## config.mk

```make
export PLATFORM = sky130hd
export DESIGN_NAME = tgbp_ram
export DESIGN_NICKNAME = d
export VERILOG_FILES = /design/src/rtl/tgbp_ram.sv
export SDC_FILE = /design/constraint.sdc
export NUM_CORES = 2
export LEC_CHECK = 0
export ABC_AREA = 1
export BUFFER_PORTS_ARGS = -buffer_cell sky130_fd_sc_hd__buf_4
export CAP_MARGIN = 25
export CORE_ASPECT_RATIO = 1.75
export CORE_MARGIN = 3
export CORE_UTILIZATION = 35
export CTS_CLUSTER_SIZE = 40
export DETAILED_ROUTE_END_ITERATION = 10
export PLACE_DENSITY_LB_ADDON = 0.05
export REMOVE_ABC_BUFFERS = 1
export SYNTH_ARGS = -nofsm -noshare
export SYNTH_HDL_FRONTEND = slang
export SYNTH_SLANG_ARGS = --single-unit
```

## constraint.sdc

```tcl
create_clock -name clk_i -period 5.9 [get_ports clk_i]
set_clock_uncertainty 0.1 [all_clocks]
set_input_delay 0.885 -clock clk_i [delete_from_list [all_inputs] [get_ports clk_i]]
set_output_delay 0.885 -clock clk_i [all_outputs]
set_load 0.02 [all_outputs]
```

## src/rtl/tgbp_ram.sv

```systemverilog
`timescale 1ns / 1ps
module tgbp_ram #(
  parameter int WIDTH = 8,
  parameter int DEPTH = 256
) (
  input  logic                     clk_i,
  input  logic                     we_i,
  input  logic [$clog2(DEPTH)-1:0] waddr_i,
  input  logic [WIDTH-1:0]         wdata_i,
  input  logic                     re_i,
  input  logic [$clog2(DEPTH)-1:0] raddr_i,
  output logic [WIDTH-1:0]         rdata_o
);

  logic [WIDTH-1:0] mem [DEPTH];

  always_ff @(posedge clk_i) begin
    if (we_i) begin
      mem[waddr_i] <= wdata_i;
    end
  end

  always_ff @(posedge clk_i) begin
    if (re_i) begin
      rdata_o <= mem[raddr_i];
    end
  end

endmodule

```

* After elaboration in Yosys (flattened, before gate mapping) *
Memories as Yosys holds them, arrays and structs flattened. A register that Yosys moved wholly into a read port is not among the register bits.
Cells that the tools add are included.

cells by class
  muxes and demuxes = 2

operators by type and width
  cell     count
  $mux W1  2

word-level totals
  memories = 1
  input port bits = 27
  register bits = 0
  memory bits (writable) = 2,048

memories
  name  depth  bits a word  read ports  clocked after memory_dff  write ports  line  text
  mem   256    8            1           1                         1            15    logic [WIDTH-1:0] mem [DEPTH];

* Logic depth before layout (Yosys ltp) *
  depth in word-level cells = 2
  depth in mapped cells = 15
  mapped depth without buffers = 11

* Least setup slack after synthesis *
No wires, ideal clock.

  path kind = in2reg
  start = input port we_i
  end = memory mem[162][0] (enable)
  path slack = 3.424 ns
  buffers on the path = 2
  data arrival time = 2.006 ns
  stages on the path = 4
  data required time = 5.430 ns
  setup time = 0.370 ns
  path through = clkbuf_1 nand3_1 clkbuf_1 nor2_1

between the ends
  cells in the longest elaborated chain, start to end = 2

ends and longest elaborated chain
  what                           line  text
  from (decl)                    7     input logic we_i,
  $mux W1                        18    if (we_i) begin
  $mux W1 (not written as such)  19    mem[waddr_i] <= wdata_i;
  to (decl)                      15

Every way passes these cells.

==> out/metrics.cfg <==
[clocking]
htreeDepth = 4
cts-root-buf = clkbuf_16
cts-resized-gates = 0
cts.sinks = 2056
cts_hold_buf = 0
cts.path.max_buffers = 4
numCtsBuffers = 205
clkTransAtPathRegs_ns = 0.07
clock_latency_ns = 0.88
tritoncts = built
cts_setup_buffers = 0

[final_layout]
layout_common_cells = nand2_1, edfxtp_1, nand3_1
area_growth_pct = 11.5
final_cell_area_mm2 = 0.0931
fill_cells = 22800
mostFrequentLayoutCell = nand2_1
post_route_cells_drive_above_1_share = 0.0630
nets = 6911

[yosys]
yosysWarnings = 0
ys_seq_elements = 2056
syn_area_mm2 = 0.0835
synthCells = 7003
syn_avg_cell_area_um2 = 11.9
ys_seq_area_frac = 0.740
synth_cell_types = 13

[critical_path]
path_buf_inv = 4
crit_family = simple AND/OR/NAND/NOR gates
worstSetupPathType = input pin to flop
crit_chain = buf_8 -> inv_16 -> buf_12 -> buf_4 -> nand2_1 -> nand3_1 -> nand3_1 -> nand3_1 -> nand3_1 -> nand3_1 -> nand3_1 -> nand2_1 -> nand2_1 -> nand2_1
crit_fanout = 142
cp.required_ns = 6.54
end_kind = flop
cpMostUsedCell = nand3_1
critPathSlowestCell = buf_4
start_kind = input pin
crit_arrival_ns = 4.27
slowest_delay_ns = 0.47

[drt]
drc = 0
vias_per_cell = 5.24
drt-pass1-iter-count = 5
drt_iter0_markers = 4396
drtAntennaViolNets = 0
wl_per_cell_um = 27.5
wirelength_um = 279000
vias = 53100

[sta]
setup_ws_ns = 2.27
holdWs_ns = 0.262
min_period_over_period = 0.616
final_hold_viol_count = 0
slew_headroom = 0.286
min_period_ns = 3.63
drv_slew = 0
max_freq_mhz = 275
final-setup-viol-count = 0
rsz0062_at_grt = false
worst_pin_slew_ns = 1.07

[placement]
hpwl_um = 161000
dpl-instance-area_mm2 = 0.0867
port_buffers = 34
gp_congestion = 0.793
dp_worst_setup_slack_ns = 1.41

[job]
cap_viol_max_count = 0

[global_route]
grt_pass1_wl_um = 398000
grt_max_degree = 166
grt_pass1_vias = 52500
grt_use_total = 0.224
overflow = 0
antenna_found_initial = 14

[floorplan]
rows = 236
die_area_mm2 = 0.245
io_pins = 35
chipHeight_um = 652
die_width_um = 375
initial_core_util = 0.352
core_mm2 = 0.237

[power_and_ir_drop]
p_per_area_mw_per_mm2 = 332
p_leak_nw = 31.7
vdd_drop_max_mv = 0.212
power_w = 0.0309

[status]
run_status = completed

[worst_hold_path]
hp-class = input pin to flop

## registers in the layout, summed over array words and instances (netlist names)
register  count
mem        2048
rdata_o       8
## metrics by stage
stage | TNS [ns] | util | instances
2_1_floorplan | -6.41 | - | 6520
3_3_place_gp | 0 | 0.366 | 9759
3_5_place_dp | 0 | 0.366 | 9768
4_1_cts | 0 | 0.393 | 10100
5_1_grt | 0 | 0.393 | 10100
6_report | 0 | 0.393 | 10100
## cell type report
cell class / instances / area (µm²) / area share
Antenna cell: 8 / 20.0 / 0.000215
Clock buffer: 253 / 5400 / 0.0580
Clock inverter: 106 / 908 / 0.00976
Inverter: 39 / 180 / 0.00194
Multi-Input combinational cell: 4425 / 19200 / 0.206
Sequential cell: 2056 / 61700 / 0.663
Tap cell: 3094 / 3870 / 0.0416
Timing Repair Buffer: 157 / 1800 / 0.0194
## routing by layer
metal,wire (µm),global-route usage,vias up,part of all wire
li1,-,-,24600,-
met1,109000,0.269,27000,0.39
met2,149000,0.415,1098,0.53
met3,11000,0.0261,388,0.039
met4,9960,0.0748,2,0.036
met5,11,0,-,0.000039
## power breakdown
part | leakage, nW | switching, W | internal [W]
Clock | 3.09 | 0.00567 | 0.00718
Sequential | 18.5 | 0.0000109 | 0.0161
Combinational | 10.1 | 0.00154 | 0.000436
Total | 31.7 | 0.00722 | 0.0237
## synthesized netlist by cell type
cell type	number	share of area
buf_4	46	0.0041
buf_2	268	0.016
buf_8	1	0.00018
inv_2	2	0.000090
nor2_1	283	0.013
inv_1	36	0.0016
edfxtp_1	2056	0.74
nand2_1	2123	0.095
buf_1	40	0.0018
clkbuf_1	112	0.0050
inv_4	1	0.000075
nand3_1	2019	0.12
buf_6	16	0.0022
## path summary, 6_finish.rpt
check              start         end  slack [ns]  cells after the start
min reg2reg  mem[118][4]  rdata_o[4]        0.97                     10
min                 re_i  rdata_o[3]        0.26                      1
max           raddr_i[0]  rdata_o[5]        2.27                     14
max reg2reg  mem[215][0]  rdata_o[0]        3.57                     10
## kinds of logic (layout without fill, tap and decap cells)
kind of cell / after synthesis / in the layout / synth area share
flip-flops: 2056 / 2056 / 0.740
buffers and inverters: 522 / 555 / 0.0312
other: 0 / 8 / 0
AND/OR/NAND/NOR: 4425 / 4425 / 0.229
(Power assumes the default switching activity.)
