$ cat config.mk
export PLATFORM = sky130hd
export DESIGN_NAME = tgbp_hist
export DESIGN_NICKNAME = d
export VERILOG_FILES = /design/src/rtl/tgbp_pkg.sv /design/src/rtl/tgbp_hist.sv
export SDC_FILE = /design/constraint.sdc
export NUM_CORES = 1
export LEC_CHECK = 0
export BUFFER_PORTS_ARGS = -buffer_cell sky130_fd_sc_hd__buf_2
export CAP_MARGIN = 0
export CORE_MARGIN = 2
export CORE_UTILIZATION = 50
export CTS_CLUSTER_DIAMETER = 60
export DETAILED_ROUTE_END_ITERATION = 6
export PLACE_DENSITY = 0.68
export SYNTH_ARGS = -nofsm -noshare
export SYNTH_HDL_FRONTEND = slang
export SYNTH_SLANG_ARGS = --single-unit
$ cat constraint.sdc
create_clock -name clk_i -period 3 [get_ports clk_i]
set_clock_uncertainty 0.1 [all_clocks]
set_input_delay 0.45 -clock clk_i [delete_from_list [all_inputs] [get_ports clk_i]]
set_output_delay 0.45 -clock clk_i [all_outputs]
set_load 0.005 [all_outputs]
$ cat src/rtl/tgbp_pkg.sv
`timescale 1ns / 1ps
package tgbp_pkg;

  localparam int NUM_TABLES      = 11;
  localparam int TABLE_ENTRIES   = 1024;
  localparam int IDX_BITS        = $clog2(TABLE_ENTRIES);
  localparam int BASE_INDEX_BITS = 13;
  localparam int BASE_DEPTH      = 2 ** BASE_INDEX_BITS;
  localparam int TAG_BITS        = 15;
  localparam int MAX_HISTORY     = 640;
  localparam int AGING_PERIOD    = 262144;
  localparam int PC_W            = 32;
  localparam int PATH_W          = 5;
  localparam int PROV_W          = $clog2(NUM_TABLES + 1);
  localparam int SEED_W          = 16;
  localparam int CTR_W           = 3;
  localparam int USE_W           = 2;
  localparam int BASE_W          = 2;
  localparam int PREF_W          = 4;
  localparam int APB_AW          = 3;
  localparam int APB_DW          = 32;
  localparam int TICK_W          = $clog2(AGING_PERIOD + 1);
  localparam int CLR_N           = (BASE_DEPTH > TABLE_ENTRIES) ? BASE_DEPTH : TABLE_ENTRIES;
  localparam int CNT_W           = $clog2(CLR_N + 1);

  localparam int GEO_LEN [16] = '{640, 403, 254, 160, 101, 64, 40, 25, 16, 10, 6,
                                  5, 4, 3, 2, 1};

  // remainder by reciprocal multiplication
  localparam int MOD_SH   = 23;
  localparam int M_TABLES = (2 ** MOD_SH + NUM_TABLES - 1) / NUM_TABLES;
  localparam int M_PCT    = (2 ** MOD_SH + 99) / 100;
  localparam int PCT      = 100;

  localparam logic [CTR_W-1:0]  CTR_MAX   = '1;
  localparam logic [CTR_W-1:0]  CTR_WEAKT = CTR_W'(4);
  localparam logic [CTR_W-1:0]  CTR_WEAKN = CTR_W'(3);
  localparam logic [USE_W-1:0]  USE_MAX   = '1;
  localparam logic [BASE_W-1:0] BASE_MAX  = '1;
  localparam logic [BASE_W-1:0] BASE_INIT = BASE_W'(2);
  localparam logic [PREF_W-1:0] PREF_MAX  = '1;
  localparam logic [PREF_W-1:0] PREF_INIT = PREF_W'(8);

  localparam logic [APB_AW-3:0] REG_SEED = '0;

  typedef logic [IDX_BITS-1:0] idx_t;
  typedef logic [TAG_BITS-1:0] tag_t;

  typedef struct packed {
    logic [CTR_W-1:0]    ctr;
    logic [TAG_BITS-1:0] tag;
    logic [USE_W-1:0]    u;
  } entry_t;

  typedef struct packed {
    logic valid;
    logic taken;
  } hist_upd_t;

  function automatic int tab_tag_w(input int t);
    return (t == NUM_TABLES - 1) ? TAG_BITS - 1 : TAG_BITS;
  endfunction

  // 99 / (d + 1)
  function automatic logic [6:0] alloc_thr(input logic [4:0] d);
    logic [6:0] r;
    case (d)
      5'd1:    r = 7'd49;
      5'd2:    r = 7'd33;
      5'd3:    r = 7'd24;
      5'd4:    r = 7'd19;
      5'd5:    r = 7'd16;
      5'd6:    r = 7'd14;
      5'd7:    r = 7'd12;
      5'd8:    r = 7'd11;
      5'd9:    r = 7'd9;
      5'd10:   r = 7'd9;
      5'd11:   r = 7'd8;
      5'd12:   r = 7'd7;
      5'd13:   r = 7'd7;
      5'd14:   r = 7'd6;
      5'd15:   r = 7'd6;
      5'd16:   r = 7'd5;
      default: r = 7'd99;
    endcase
    return r;
  endfunction

endpackage

$ cat src/rtl/tgbp_hist.sv
`timescale 1ns / 1ps
module tgbp_hist (
  input  logic                        clk_i,
  input  logic                        rst_ni,
  input  logic [tgbp_pkg::PC_W-1:0]   pc_i,
  input  tgbp_pkg::hist_upd_t         upd_i,
  output tgbp_pkg::idx_t              idx_o [tgbp_pkg::NUM_TABLES],
  output tgbp_pkg::tag_t              tag_o [tgbp_pkg::NUM_TABLES]
);
  import tgbp_pkg::*;

  logic [MAX_HISTORY-1:0] ghist_q, ghist_d;
  logic [PATH_W-1:0]      path_q, path_d;

  assign ghist_d = {ghist_q[MAX_HISTORY-2:0], upd_i.taken};
  assign path_d  = {path_q[PATH_W-2:0], upd_i.taken};

  always_ff @(posedge clk_i or negedge rst_ni) begin
    if (!rst_ni) begin
      ghist_q <= '0;
      path_q  <= '0;
    end else if (upd_i.valid) begin
      ghist_q <= ghist_d;
      path_q  <= path_d;
    end
  end

  for (genvar t = 0; t < NUM_TABLES; t++) begin : g_tab
    localparam int W    = tab_tag_w(t);
    localparam int LEN  = (GEO_LEN[t] > MAX_HISTORY) ? MAX_HISTORY : GEO_LEN[t];
    localparam int SI   = LEN % IDX_BITS;
    localparam int SA   = LEN % W;
    localparam int SB   = LEN % (W - 1);
    localparam int SH   = NUM_TABLES - 1 - t;
    localparam logic [TAG_BITS-1:0] MASK_A = TAG_BITS'((2 ** W) - 1);
    localparam logic [TAG_BITS-1:0] MASK_B = TAG_BITS'((2 ** (W - 1)) - 1);

    logic [IDX_BITS-1:0] fi_q, fi_d;
    logic [TAG_BITS-1:0] fa_q, fa_d, fb_q, fb_d;
    logic [IDX_BITS:0]   fi1;
    logic [TAG_BITS:0]   fa1, fb1;
    logic [PC_W-1:0]     pc_sh;

    always_comb begin
      fi1 = {fi_q, upd_i.taken};
      fi1[SI] = fi1[SI] ^ ghist_q[LEN-1];
      fi_d = fi1[IDX_BITS-1:0] ^ IDX_BITS'(fi1[IDX_BITS]);
      fa1 = {fa_q, upd_i.taken};
      fa1[SA] = fa1[SA] ^ ghist_q[LEN-1];
      fa_d = TAG_BITS'(fa1 ^ (fa1 >> W)) & MASK_A;
      fb1 = {fb_q, upd_i.taken};
      fb1[SB] = fb1[SB] ^ ghist_q[LEN-1];
      fb_d = TAG_BITS'(fb1 ^ (fb1 >> (W - 1))) & MASK_B;
    end

    always_ff @(posedge clk_i or negedge rst_ni) begin
      if (!rst_ni) begin
        fi_q <= '0;
        fa_q <= '0;
        fb_q <= '0;
      end else if (upd_i.valid) begin
        fi_q <= fi_d;
        fa_q <= fa_d;
        fb_q <= fb_d;
      end
    end

    assign pc_sh    = pc_i >> SH;
    assign idx_o[t] = pc_i[IDX_BITS-1:0] ^ pc_sh[IDX_BITS-1:0] ^ fi_q
                      ^ IDX_BITS'(path_q >> SH);
    assign tag_o[t] = (pc_i[TAG_BITS-1:0] ^ fa_q ^ TAG_BITS'({fb_q, 1'b0})) & MASK_A;
  end

endmodule

# Word-level counts from Yosys, hierarchy flattened
# Cells that the tools add are included.
# word_totals
regBits,1072
latchBits,0
mem_bits_rw,0
rom_bits,0
inputBits,36
output_inout_bits,275
wordCells,150
mem_count,0
# op_classes
n_addsub,0
n_mul,0
div,0
order_cmp,0
eq_ne,0
shift,0
n_mux,0
bitwise,115
reduce_logical,0
# ops
operator,n
$xor A15 B15 Y15,20
$xor A10 B10 Y10,22
$xor A14 B1 Y14,11
$xor A15 B1 Y15,10
$xor A10 B1 Y10,12
$xor A1 B1 Y1,33
$xor A14 B14 Y14,2
$xor A13 B1 Y13,1
$xor A10 B2 Y10,1
$xor A10 B3 Y10,1
$xor A10 B4 Y10,1
$xor A10 B5 Y10,1

# Logic depth before layout (Yosys ltp)
# Gate-level depths: netlist (run 1).
# logic_depth
ltp_word,3
mapped_depth,6
mapped_depth_nobuf,2

# Worst setup path after synthesis (run 1)
# Ideal clock, no wire load.
# synth_path
path_type,input to output
startpoint,input port pc_i[2] (netlist bit)
endpoint,output port idx_o[102] (netlist bit)
arrival_time_ns,1.206
required_time_ns,2.450
path_slack_ns,1.244
path_stages,4
path_cell_list,clkbuf_1 -> buf_4 -> buf_4 -> xnor2_1
# synth_lines
element,line_no,source
from (decl),tgbp_hist.sv:5,"input logic [tgbp_pkg::PC_W-1:0] pc_i,"
to (decl),tgbp_hist.sv:7,"output tgbp_pkg::idx_t idx_o [tgbp_pkg::NUM_TABLES],"

==> flow_metrics.py, run 1 <==
metrics = {
    "routing": {
        "vias": 23480,
        "wl_um": 92180,
        "dr.first_iter.drc_count": 1252,
        "drc": 0,
        "route.detailed.wl_per_inst_um": 20.20,
        "drt-pass1-iter-count": 5,
        "viasPerCell": 5.145,
        "antenna_violating_nets_post_route": 0,
    },
    "run_status": {
        "outcome": "completed",
    },
    "yosys": {
        "ys_top_cells_by_count": "1,067 x sky130_fd_sc_hd__dfrtp_1, 879 x sky130_fd_sc_hd__mux2_2, 564 x sky130_fd_sc_hd__xnor2_1",
        "post-synth-top-area-fraction": 0.5885,
        "synth_area_per_inst_um2": 15.34,
        "yosys.area_share.simple": 0.004799,
        "asyncSetResetFlopFracSynth": 1.000,
        "synth.ff_latch_count": 1067,
        "synth_enable_flop_cells": 0,
        "synth_warnings": 0,
        "mappedNetlistNets": 2994,
        "post_synth_instance_area_um2": 45370,
        "synthesized_area_fraction_occupied_by_ao_oa_aoi_and_oai_cells": 0.006398,
        "post_synth_num_cell_types": 14,
        "library_cell_with_the_highest_instance_count_after_synthesis": "sky130_fd_sc_hd__dfrtp_1",
        "synthAdderAreaFrac": 0,
        "synth_xor_xnor_area_share": 0.1148,
        "dominant_combinational_cell_family_by_area_after_synthesis": "multiplexers",
        "post_synth_mux_area_share": 0.2587,
        "yosys_most_used_dff": "sky130_fd_sc_hd__dfrtp_1",
        "syn-instance-count": 2958,
        "synthTopCellsByArea": "sky130_fd_sc_hd__dfrtp_1 59%, sky130_fd_sc_hd__mux2_2 22%, sky130_fd_sc_hd__xnor2_1 11%",
        "seq_area_frac_synth": 0.5885,
        "synth_largest_area_cell": "sky130_fd_sc_hd__dfrtp_1",
    },
    "critical_path": {
        "worstSetupEndpointType": "primary output",
        "r2r-start": "ghist_q[159]",
        "cp_slowest_cell": "sky130_fd_sc_hd__xnor2_1",
        "slowest_delay_ps": 470,
        "timing.critical_path.from_type": "flop",
        "cp-startpoint": "g_tab[5].fi_q[2]",
        "cp_data_required_time_ps": 2450,
        "critical_path.most_common_cell": "sky130_fd_sc_hd__xnor2_1",
        "worst-endpoint-arrival_ps": 1950,
        "criticalPathCategory": "reg2out",
        "timing.critical_path.cells": "xnor2_1 > xnor2_1 > buf_2",
        "worstPathMaxFanout": 3,
    },
    "clocking": {
        "cts.path.max_buffers": 3,
        "worst_skew_pair.late_latency_ps": 680,
        "cts_htree_levels": 3,
        "post_cts.repair.setup_buffers": 0,
        "cts_buffers": 112,
        "tritoncts_clock_tree": "yes",
        "cts_root_buffer": "sky130_fd_sc_hd__clkbuf_16",
        "clk_transition_reported_paths_ps": 60,
        "tritoncts_num_sinks": 1067,
    },
    "grt": {
        "pin_count_of_the_biggest_net_entering_global_routing": 101,
        "antenna_found_initial": 3,
        "grt_overflow": 0,
        "first_pass_grt_wire_length_um": 146600,
        "grtUsageTotal": 0.2005,
        "number_of_global_route_vias_before_repair": 25390,
    },
    "pwr": {
        "pwr_density_cell_nw_per_um2": 933.1,
        "leakage_nw": 24.00,
        "peakVddDrop_v": 0.0006938,
    },
    "timing": {
        "final_hold_viol_count": 0,
        "min_period_ps": 2503,
        "final.period_utilization": 0.8343,
        "setup-tns-final_ps": 0,
        "tightestPinTransition_ps": 728.7,
        "maxSlewViolCount": 0,
        "unrepaired_setup_endpoints_after_global_routing": "no",
        "achievable-frequency_mhz": 399.5,
        "final_setup_violations": 0,
        "slew-limit-headroom": 0.5142,
    },
    "placement": {
        "placedInstanceArea_um2": 48360,
        "globalplace.congestion": 0.7935,
        "port_buffers": 297,
        "dp_hpwl_um": 61640,
    },
    "layout": {
        "fillerInstances": 6997,
        "drive_above_1_share": 0.4625,
        "area.sequential_um2": 26700,
        "antenna_cells": 0,
        "area_taken_by_multi_input_logic_gates_um2": 17460,
        "finish.instance_area_um2": 52200,
        "area_delta_synth_final_pct": 15.06,
        "num-nets-final": 3332,
    },
    "floorplanning": {
        "top_level_ports": 311,
        "initial_util": 0.5040,
        "dieArea_um2": 93170,
        "num_rows": 110,
        "design.core.area_um2": 90010,
        "die_y_um": 305.2,
        "die-width_um": 305.2,
    },
    "hold_path": {
        "hold_wc_startpoint": "upd_i[1]",
        "timing.hold.worst.class": "in2reg",
    },
    "job": {
        "maxCapViolCount": 0,
    },
}
-- path summary, 6_finish.rpt --
kind	end	slack (ps)	cells past startpoint
worst max-delay path	idx_o[52]	500	3
worst min-delay path	ghist_q[191]	220	2
worst max register to register	g_tab[3].fi_q[0]	1510	2
worst min register to register	ghist_q[338]	380	1
max in group asynchronous	ghist_q[272]	1550	3
min in group asynchronous	ghist_q[360]	300	2
-- what timing repair did --
action | CTS | global route
gates resized for setup | 0 | 0
hold endpoints to repair | 25 | 0
hold buffers | 1 | 0
-- where the power goes --
group | switching [W] | internal (W) | leakage (nW)
Clock | 0.00569 | 0.00841 | 1.90
Sequential | 0.00309 | 0.0173 | 13.6
Combinational | 0.00608 | 0.00811 | 8.46
-- layout by cell type, fill, tap and decap left out, types with 3 or more instances in the layout --
cell type and instances:
sky130_fd_sc_hd__dfrtp_1 1067, sky130_fd_sc_hd__mux2_2 879, sky130_fd_sc_hd__xnor2_1 564, sky130_fd_sc_hd__buf_2 295, sky130_fd_sc_hd__clkbuf_16 113, sky130_fd_sc_hd__mux2_4 100
sky130_fd_sc_hd__buf_4 67, sky130_fd_sc_hd__nor2_1 58, sky130_fd_sc_hd__a21oi_1 58, sky130_fd_sc_hd__buf_12 36, sky130_fd_sc_hd__mux2_1 30, sky130_fd_sc_hd__clkbuf_8 28
sky130_fd_sc_hd__clkinv_2 22, sky130_fd_sc_hd__xor2_1 20, sky130_fd_sc_hd__clkbuf_1 18, sky130_fd_sc_hd__bufinv_16 9, sky130_fd_sc_hd__inv_6 5, sky130_fd_sc_hd__clkinvlp_4 5
sky130_fd_sc_hd__xor3_1 4, sky130_fd_sc_hd__inv_16 3
-- per-stage QoR --
| step | setup WS [ps] | hold slack [ps] | std cells | power [W] | utilization |
|---|---|---|---|---|---|
| after floorplan | 1244 | 54.41 | 2958 | 0.02888 | - |
| after global placement | 642.3 | 362.3 | 4357 | 0.03457 | 0.5373 |
| after detailed placement | 651.9 | 370.6 | 4357 | 0.03498 | 0.5373 |
| after CTS | 445.2 | 198.7 | 4564 | 0.04937 | 0.5800 |
| after global routing | 415.9 | 226.3 | 4564 | 0.05135 | 0.5800 |
| final | 497.0 | 222.7 | 4564 | 0.04871 | 0.5800 |
-- critical path: cells and delay by family, from the launching register on --
family	cells	cell delay, ps
XOR/XNOR	2	660
flip-flops	1	460
buffers and inverters	1	170
-- logic make-up (layout without fill, tap and decap cells) --
| logic type | after synthesis | count (layout) |
|---|---|---|
| other cells | 1 | 1 |
| buf+inv | 177 | 607 |
| mux | 1009 | 1009 |
| simple gates | 58 | 58 |
| xor+xnor | 588 | 588 |
| compound gates | 58 | 58 |
| flops | 1067 | 1067 |
-- layer usage --
metal	up-vias	wire length [µm]	track usage
met5	-	0	0
met4	0	2595	0.06553
met3	152	4126	0.02884
met2	435	43980	0.3247
met1	12150	41470	0.2802
li1	10740	-	-
-- cell type report --
type / count / share of cell area
Multi-Input combinational cell: 1714 / 0.3345
Clock inverter: 47 / 0.01055
Timing Repair Buffer: 401 / 0.05249
Tap cell: 1176 / 0.02819
Clock buffer: 159 / 0.06284
Sequential cell: 1067 / 0.5115
-- state kept, by name, summed over array words and instances (netlist names) --
| name | count |
|---|---|
| g_tab.fb_q | 153 |
| g_tab.fi_q | 110 |
| g_tab.fa_q | 164 |
| ghist_q | 640 |
(Power assumes the default switching activity.)
==> run 2, diff against run 1 <==
PLACE_DENSITY = 0.71   (was 0.68)
clock period = 2.15 ns   (was 3 ns; I/O delays follow)
==> run 2 against run 1 <==
Against the previous run:
- worst setup slack got worse by 440 ps
- routed wire length barely moved
- global-route usage barely moved
- final cell count rose by 0.37%
- worst hold slack got worse by 130 ps
- combinational power rose by 47%
- largest cell class unchanged
- highest routed layer is now met5
==> flow_metrics.py, run 2 (same netlist as run 1, synthesis figures left out) <==
metrics = {
    "clocking": {
        "cts_buffers": 108,
        "cts.path.max_buffers": 3,
        "tritoncts_num_sinks": 1067,
        "clk_transition_reported_paths_ps": 60,
        "cts_root_buffer": "sky130_fd_sc_hd__clkbuf_16",
        "tritoncts_clock_tree": "yes",
        "worst_skew_pair.late_latency_ps": 670,
        "cts_htree_levels": 3,
    },
    "grt": {
        "global_route.usage.met1": 0.2761,
        "global_route.usage.met3": 0.02759,
        "grt_use_met2": 0.3343,
        "pin_count_of_the_biggest_net_entering_global_routing": 96,
        "number_of_global_route_vias_before_repair": 25820,
        "grt-busiest-layer": "met2",
        "antenna_found_initial": 2,
        "grtUsageTotal": 0.2007,
        "grt_overflow": 0,
        "first_pass_grt_wire_length_um": 147500,
    },
    "critical_path": {
        "cp-startpoint": "g_tab[3].fb_q[12]",
        "timing.critical_path.cells": "xnor2_4 > xnor2_2 > buf_2",
        "cp_data_required_time_ps": 1730,
        "r2r-start": "ghist_q[159]",
        "worst-endpoint-arrival_ps": 1670,
        "cp_slowest_cell": "sky130_fd_sc_hd__dfrtp_2",
        "slowest_delay_ps": 450,
        "criticalPathCategory": "reg2out",
        "worst_r2r_path_depth": 2,
        "timing.critical_path.to": "tag_o[118]",
        "timing.reg2reg.setup_slack_ps": 710,
        "worstPathMaxFanout": 3,
        "timing.critical_path.from_type": "flop",
        "worstSetupEndpointType": "primary output",
        "critical_path.reg2reg.endpoint": "g_tab[3].fi_q[0]",
    },
    "placement": {
        "port_buffers": 297,
        "globalplace.congestion": 0.7986,
        "dp_hpwl_um": 62320,
        "place_inst": 4370,
    },
    "layout": {
        "area_delta_synth_final_pct": 16.66,
        "finalCoreUtilization": 0.5880,
        "area.sequential_um2": 26720,
        "fillerInstances": 6902,
        "regMostFlops": "ghist_q",
        "num-nets-final": 3354,
        "drive_above_1_share": 0.4803,
        "final_common_cell": "sky130_fd_sc_hd__dfrtp_1",
        "final_cells": 4581,
        "reg_top3": "ghist_q: 640 flops, g_tab.fa_q: 164 flops, g_tab.fb_q: 153 flops",
        "layout.cells.most_common_list": "1,054 x sky130_fd_sc_hd__dfrtp_1, 879 x sky130_fd_sc_hd__mux2_2, 519 x sky130_fd_sc_hd__xnor2_1",
        "largest_register_ffs": 640,
        "area_taken_by_multi_input_logic_gates_um2": 17880,
    },
    "timing": {
        "unrepaired_setup_endpoints_after_global_routing": "yes",
        "final_setup_violations": 0,
        "achievable-frequency_mhz": 477.7,
        "slew-limit-headroom": 0.5790,
        "final.period_utilization": 0.9736,
        "final_hold_viol_count": 0,
        "setup-tns-final_ps": 0,
        "tightestPinTransition_ps": 631.4,
        "min_period_ps": 2093,
        "maxSlewViolCount": 0,
    },
    "floorplanning": {
        "die_y_um": 305.2,
        "design.core.area_um2": 90010,
        "initial_util": 0.5040,
        "top_level_ports": 311,
        "dieArea_um2": 93170,
        "die-width_um": 305.2,
        "num_rows": 110,
    },
    "routing": {
        "drt-pass1-iter-count": 4,
        "route.detailed.wl_per_inst_um": 20.10,
        "dr.first_iter.drc_count": 1251,
        "drc": 0,
        "vias": 23560,
        "antenna_violating_nets_post_route": 0,
        "viasPerCell": 5.144,
        "wl_um": 92100,
    },
    "hold_path": {
        "timing.hold.worst.class": "in2async",
    },
    "pwr": {
        "leakage_nw": 24.39,
        "fin_total_pwr_w": 0.06824,
        "pwr_density_cell_nw_per_um2": 1289,
        "peakVddDrop_v": 0.0008439,
    },
    "run_status": {
        "outcome": "completed",
    },
    "job": {
        "maxCapViolCount": 0,
    },
}
[run 2: changes by cell type in the layout (fill, tap and decap cells not counted), moves of 8 or more]
cell,before,now
sky130_fd_sc_hd__clkbuf_1,18,26
sky130_fd_sc_hd__xnor2_2,0,42
sky130_fd_sc_hd__buf_12,36,62
sky130_fd_sc_hd__dfrtp_1,1067,1054
sky130_fd_sc_hd__dfrtp_2,0,13
sky130_fd_sc_hd__xnor2_1,564,519
[run 2: worst min-delay path by stage]
stage | end | depth (start not counted) | slack, ps | startpoint
finish | g_tab[6].fi_q[6] | 2 | 90 | rst_ni
global route | g_tab[6].fi_q[6] | 2 | 100 | rst_ni
CTS | g_tab[9].fa_q[0] | 3 | 60 | upd_i[0]
detailed placement | g_tab[6].fi_q[6] | 1 | 170 | rst_ni
global placement | g_tab[6].fi_q[6] | 1 | 170 | rst_ni
floorplan | g_tab[0].fa_q[0] | 0 | -70 | rst_ni
[run 2: worst max-delay path, delay by kind of cell (launching register included)]
family                 cells  cell delay [ps]
buffers and inverters      1              150
flip-flops                 1              450
XOR/XNOR                   2              440
[run 2: per-layer routing]
metal / part of all wire / wire length (µm) / up-vias
met5: 0.00014 / 13 / -
li1: - / - / 10770
met1: 0.45 / 41000 / 12240
met2: 0.49 / 44990 / 429
met3: 0.043 / 3976 / 120
met4: 0.023 / 2120 / 2
[run 2: timing repair]
action	in CTS	in global routing
gates resized for setup	46	21
endpoints found under the setup margin	32	26
endpoints found under the hold margin	572	0
gates cloned	0	0
pin swaps	10	9
buffers inserted	11	1
hold buffers	2	0
[run 2: final cells by class]
type / count / share of cell area
clock inverter: 36 / 0.008227
clock buffer: 160 / 0.05967
sequential: 1067 / 0.5048
tap: 1176 / 0.02780
antenna: 1 / 0.00004728
timing repair buffer: 427 / 0.06172
multi-input combinational: 1714 / 0.3377
[run 2: stage by stage]
stage          cell area (µm²)  hold slack, ps  setup WS (ps)
6_report                 52930           89.77          56.81
3_3_place_gp             48780           173.7          263.8
4_1_cts                  52780           59.81        -0.7547
5_1_grt                  52930           103.9         -23.18
3_5_place_dp             48780           174.1          245.9
2_1_floorplan            45370          -73.09          648.7
[run 2: power breakdown]
part	internal, W	switching, W
Combinational	0.0121	0.00878
Clock	0.0110	0.00772
Sequential	0.0242	0.00446
Total	0.0473	0.0210
